==> src/rtl/core/stbs_pkg.sv <==
// Package for the sorted-table binary search block.
// Holds table sizing, command codes, the queued word type and the search states.
// No dependencies.
package stbs_pkg;

  localparam int DEPTH  = 1024;
  localparam int IDX_W  = $clog2(DEPTH);
  localparam int LEN_W  = IDX_W + 1;
  localparam int SW     = LEN_W + 1;
  localparam int DATA_W = 32;

  localparam int QDEPTH = 2;
  localparam int QPTR_W = $clog2(QDEPTH);
  localparam int QCNT_W = $clog2(QDEPTH + 1);

  localparam logic CMD_LOAD   = 1'b0;
  localparam logic CMD_SEARCH = 1'b1;

  typedef struct packed {
    logic                     search;
    logic [IDX_W-1:0]         idx;
    logic signed [DATA_W-1:0] value;
  } item_t;

  typedef enum logic [1:0] {
    ST_IDLE,
    ST_PROBE,
    ST_FINISH
  } state_t;

endpackage

==> src/rtl/core/stbs_front.sv <==
// Front end: accepts input words, classifies them as load or search,
// and queues them for the search engine. Depends on stbs_pkg.
module stbs_front import stbs_pkg::*; (
  input  logic                     clk,
  input  logic                     rst,
  input  logic                     in_valid,
  output logic                     in_stall,
  input  logic                     cmd,
  input  logic [IDX_W-1:0]         entry_index,
  input  logic signed [DATA_W-1:0] value,
  output logic                     q_valid,
  output item_t                    q_item,
  input  logic                     q_pop
);

  item_t             slots [QDEPTH];
  logic [QPTR_W-1:0] wr_ptr;
  logic [QPTR_W-1:0] rd_ptr;
  logic [QCNT_W-1:0] count;
  logic              push;
  item_t             incoming;

  assign in_stall = (count == QCNT_W'(QDEPTH));
  assign push     = in_valid && !in_stall;
  assign q_valid  = (count != '0);
  assign q_item   = slots[rd_ptr];

  always_comb begin
    incoming.search = (cmd == CMD_SEARCH);
    incoming.idx    = entry_index;
    incoming.value  = value;
  end

  always_ff @(posedge clk) begin
    if (push) begin
      slots[wr_ptr] <= incoming;
    end
  end

  always_ff @(posedge clk) begin
    if (rst) begin
      wr_ptr <= '0;
      rd_ptr <= '0;
      count  <= '0;
    end else begin
      if (push) begin
        wr_ptr <= wr_ptr + QPTR_W'(1);
      end
      if (q_pop) begin
        rd_ptr <= rd_ptr + QPTR_W'(1);
      end
      if (push && !q_pop) begin
        count <= count + QCNT_W'(1);
      end else if (!push && q_pop) begin
        count <= count - QCNT_W'(1);
      end
    end
  end

endmodule

==> config.mk <==
export PLATFORM = sky130hd
export DESIGN_NAME = stbs_front
export DESIGN_NICKNAME = d
export VERILOG_FILES = /design/src/rtl/core/stbs_pkg.sv /design/src/rtl/core/stbs_front.sv
export SDC_FILE = /design/constraint.sdc
export NUM_CORES = 1
export LEC_CHECK = 0
export ABC_CLOCK_PERIOD_IN_PS = 2700
export BUFFER_PORTS_ARGS = -buffer_cell sky130_fd_sc_hd__clkbuf_2
export CAP_MARGIN = 15
export CORE_MARGIN = 3
export CORE_UTILIZATION = 35
export CTS_BUF_LIST = sky130_fd_sc_hd__clkbuf_2 sky130_fd_sc_hd__clkbuf_4 sky130_fd_sc_hd__clkbuf_8
export DETAILED_ROUTE_END_ITERATION = 8
export HOLD_SLACK_MARGIN = 0.15
export SLEW_MARGIN = 20
export SYNTH_ARGS = -nofsm -noshare
export SYNTH_HDL_FRONTEND = slang
export SYNTH_SLANG_ARGS = --single-unit
==> constraint.sdc <==
create_clock -name clk -period 2.7 [get_ports clk]
set_clock_uncertainty 0.2 [all_clocks]
set_input_delay 0.135 -clock clk [delete_from_list [all_inputs] [get_ports clk]]
set_output_delay 0.135 -clock clk [all_outputs]
set_load 0.01 [all_outputs]
Word level (Yosys, flattened, before mapping)
Memory sizes are Yosys's and may differ from the RTL's. A register that Yosys moved wholly into a read port is not among the register bits.
Index checks and enable logic that the tools add are counted.
{"block": "totals", "n_memories": 1, "input_bits": 47, "ff_bits": 4, "ramBits": 86}
{"memory": "slots", "words": 2, "width": 43, "read_ports": 1, "rd_clocked_by_memory_dff": 1, "write_ports": 1, "line": "stbs_front.sv:16", "source": "item_t slots [QDEPTH];"}
{"block": "op_classes", "add_sub_neg": 4, "eq_ne": 1, "reduce_logical": 8, "mux": 6}
{"op": "1-bit two-way mux", "n": 4}
{"op": "2-bit two-way mux", "n": 2}
{"op": "2-bit nonzero test", "n": 2}
{"op": "1-bit logical AND", "n": 3}
{"op": "1-bit logical NOT", "n": 3}
{"op": "1-bit adder, second input constant", "n": 2}
{"op": "2-bit by 1-bit adder with 2-bit output, second input constant", "n": 1}
{"op": "2-bit == test, second input constant", "n": 1}
{"op": "2-bit by 1-bit subtractor with 2-bit output, second input constant", "n": 1}

Longest topological paths before layout
{"block": "depth", "depth_word": 7, "depth_mapped": 6, "ltp_nobuf": 6}

Worst setup path after synthesis
No wires, ideal clock.
{"block": "synth_path", "path_type": "flip-flop to flip-flop", "startpoint": "register count[1]", "endpoint": "memory slots[1][0] (netlist name) (enable)", "arrival_ns": 1.651, "path_slack_ns": 0.444, "stages_incl_launch_ff": 4, "path_buffers": 0, "path_cell_list": "dfxtp_1 > nor2b_2 > nor2_1 > and2_1"}
{"block": "synth_via", "elab_chain_len": 5}
{"item": "start: declaration", "line": "stbs_front.sv:19", "source": "logic [QCNT_W-1:0] count;"}
{"item": "start signal: assignment", "line": "stbs_front.sv:53", "source": "count <= count + QCNT_W'(1);"}
{"item": "start signal: assignment", "line": "stbs_front.sv:55", "source": "count <= count - QCNT_W'(1);"}
{"item": "2-bit == test", "line": "stbs_front.sv:23", "source": "assign in_stall = (count == QCNT_W'(QDEPTH));"}
{"item": "net in_stall", "line": "stbs_front.sv:7", "source": "output logic in_stall,"}
{"item": "1-bit logical NOT", "line": "stbs_front.sv:24", "source": "assign push = in_valid && !in_stall;"}
{"item": "1-bit logical AND", "line": "stbs_front.sv:24"}
{"item": "1-bit two-way mux", "line": "stbs_front.sv:35", "source": "if (push) begin"}
{"item": "1-bit two-way mux (implied by the code)", "line": "stbs_front.sv:36", "source": "slots[wr_ptr] <= incoming;"}
{"item": "end: declaration", "line": "stbs_front.sv:16"}
The timed path passes the listed nets, and every way through them passes these cells.

Final worst setup path
{"block": "layout_path", "startpoint": "register count[1]", "endpoint": "register count[1]"}
{"block": "layout_via", "elab_chain_len": 6}
{"item": "2-bit == test", "line": "stbs_front.sv:23"}
{"item": "1-bit logical NOT", "line": "stbs_front.sv:24"}
{"item": "1-bit logical AND", "line": "stbs_front.sv:24"}
{"item": "1-bit logical NOT", "line": "stbs_front.sv:54", "source": "end else if (!push && q_pop) begin"}
{"item": "1-bit logical AND", "line": "stbs_front.sv:54"}
{"item": "2-bit nonzero test (no line)"}
Several ways; a longest one is shown, not always the timed one. The select of a mux whose other input is x is not followed.
A chain may end at the register's enable or synchronous reset.

==> metrics.cfg <==
[critical_path]
cp_max_fo = 4
required_ns = 2.79
cp-start-kind = register
worstSetupPathType = register to register
critPathCaptureType = register
cp.arrival_ns = 2.35
reg2reg_slack_ns = 0.44

[clocking]
htree_levels = 3
clkTransAtPathRegs_ns = 0.08
cts_buffer_depth = 2
cts_root_buffer = clkbuf_8
clk_latency_ns = 0.34
clkSinkCount = 91
cts_tree = yes
cts_setup_buffers = 0
cts_buffers = 9

[logic_synthesis]
yosys_warnings = 0
synth_top_area_share_pct = 78.00
syn_area_sq_um = 3311
ys_top_cells_by_count = 86 x edfxtp_1, 43 x mux2_2, 5 x buf_2, 5 x dfxtp_1, 4 x nor2_1
synthTopCellsByArea = edfxtp_1 78%, mux2_2 15%, dfxtp_1 3.0%, buf_2 0.76%, xor2_1 0.53%
synth_edf_count = 86
async_flop_share_pct = 0
synth_most_common_cell = edfxtp_1
ys_seq_area_share_pct = 81.03
yosysTopAreaCell = edfxtp_1
synthDistinctLibCells = 15
synth_top_flop_cell = edfxtp_1
syn-num-nets = 207
synth.avg_cell_area_sq_um = 20.82
ys_ff_latch = 91
synthCells = 159

[grt]
overflow = 0
antenna_found_initial = 0
grt_max_degree = 27
grt_pass1_vias = 1919
grt_pass1_wl_microns = 9114
grt_usage_pct = 11.52

[cells_and_area]
design_area_sq_um = 4593
drive_gt1_share_pct = 50.96
layout.nets = 355
fin_util_pct = 51.41
antenna_cells = 0
nFillCells = 782
syn_to_final_growth_pct = 38.74

[placement]
gp_congestion = 0.6919
io_buffers = 91
place_hpwl_microns = 3979
placed_area_sq_um = 3934

[power]
p_leak_nw = 1.763
powerDensity_nw_per_um2 = 680.5
power_mw = 3.126
ir_worst_vdd_uv = 340.1

[floorplan]
rows = 34
die-width_microns = 103.3
ios = 92
start_util_pct = 37.06
core_area_sq_um = 8934
fp.dieArea_sq_um = 10660
chipHeight_microns = 103.3

[timing]
setup_tns_ns = 0
rsz0062_at_grt = false
fmax_ghz = 0.4419
setup_viol_count_final = 0
worst_slew_pin_slew_ns = 0.4869
timing.final.crit_share_pct = 83.81
hold_viol = 0
slew_violations = 0
period_needed_ns = 2.263
slew_headroom_pct = 67.54
whs_ns = 0.3142

[run]
cap_viol_max_count = 0

[route]
drc = 0
routed_wl_microns = 6068
wire_per_inst_microns = 14.45
detail_route.iter0.violations = 44
vias = 1878
firstDrtPassIters = 4
drtAntennaViolNets = 0
vias_per_cell = 4.471

[hold_path]
hold_class = register to register

[status]
status = complete, no violations

## timing repair
action	CTS	global route
endpoints found under the hold margin	96	0
setup endpoints to repair	0	0
resized for setup	0	0
hold buffers	47	0
## cell families after synthesis
| kind of cell | Yosys count | synth area share (%) |
|---|---|---|
| DFF | 91 | 81.03 |
| muxes | 43 | 14.63 |
| and+or+nand+nor | 9 | 1.474 |
| buffers and inverters | 8 | 1.096 |
| AOI/OAI and AO/OA | 4 | 0.6047 |
| xor gates and xnor gates | 3 | 0.7938 |
| adders and majority gates | 1 | 0.3779 |
## cells in the final DEF, fill, tap and decap left out
master         count
inv_1              2
and2_2             1
buf_4              2
clkinvlp_4         3
clkbuf_8          11
xnor2_1            1
edfxtp_1          86
mux2_2            43
or3_1              2
or2_2              1
dfxtp_1            4
a21oi_1            2
clkbuf_4           2
o21ai_0            2
dlygate4sd3_1     47
dfxtp_2            1
nor2_1             4
nor2b_2            1
ha_1               1
xor2_1             2
inv_2              1
buf_12             2
clkbuf_2          91
## registers in the layout, indices dropped and copies added, names as in the netlist, named ones only
name,flops
count,2
wr_ptr,1
slots,86
rd_ptr,1
## critical path, cell delays in order (launching register included)
cell and delay (ns):
dfxtp_1 0.35, nor2b_2 0.21, nor2_1 0.08, ha_1 0.31, or3_1 0.35, a21oi_1 0.15
dlygate4sd3_1 0.56
## layout make-up
type / instances / area [sq um] / share of cell area [%]
Clock buffer: 13 / 166.4 / 3.623
Clock inverter: 3 / 22.52 / 0.4903
Inverter: 3 / 11.26 / 0.2452
Multi-Input combinational cell: 60 / 593.1 / 12.91
Sequential cell: 91 / 2684 / 58.43
Tap cell: 108 / 135.1 / 2.942
Timing Repair Buffer: 142 / 980.9 / 21.36
## report_power, final
part	total (mW)	switching (mW)	internal, mW
logic	0.531	0.264	0.267
clock network	0.845	0.439	0.406
registers	1.75	0.0437	1.71
## per-layer routing
metal  global-route usage (%)  routed length [microns]
met3                    3.152                      343
met1                    14.49                     2717
met4                    5.677                       98
met2                    18.45                     2909
met5                        0                        0
## path summary, 6_finish.rpt
path | startpoint | to | depth (start not counted)
max | count[1] | count[1] | 6
min | wr_ptr | wr_ptr | 2
min reg2reg | wr_ptr | wr_ptr | 2
max reg2reg | count[1] | count[1] | 6
## through the flow
| step | setup WS [ns] | std cells |
|---|---|---|
| finish | 0.4370 | 420 |
| global route | 0.3074 | 420 |
| CTS | 0.4560 | 420 |
| detailed placement | 0.7944 | 357 |
| global placement | 0.8396 | 357 |
| floorplan | 0.4440 | 159 |
Note: power is estimated with default switching activity, not from simulation.
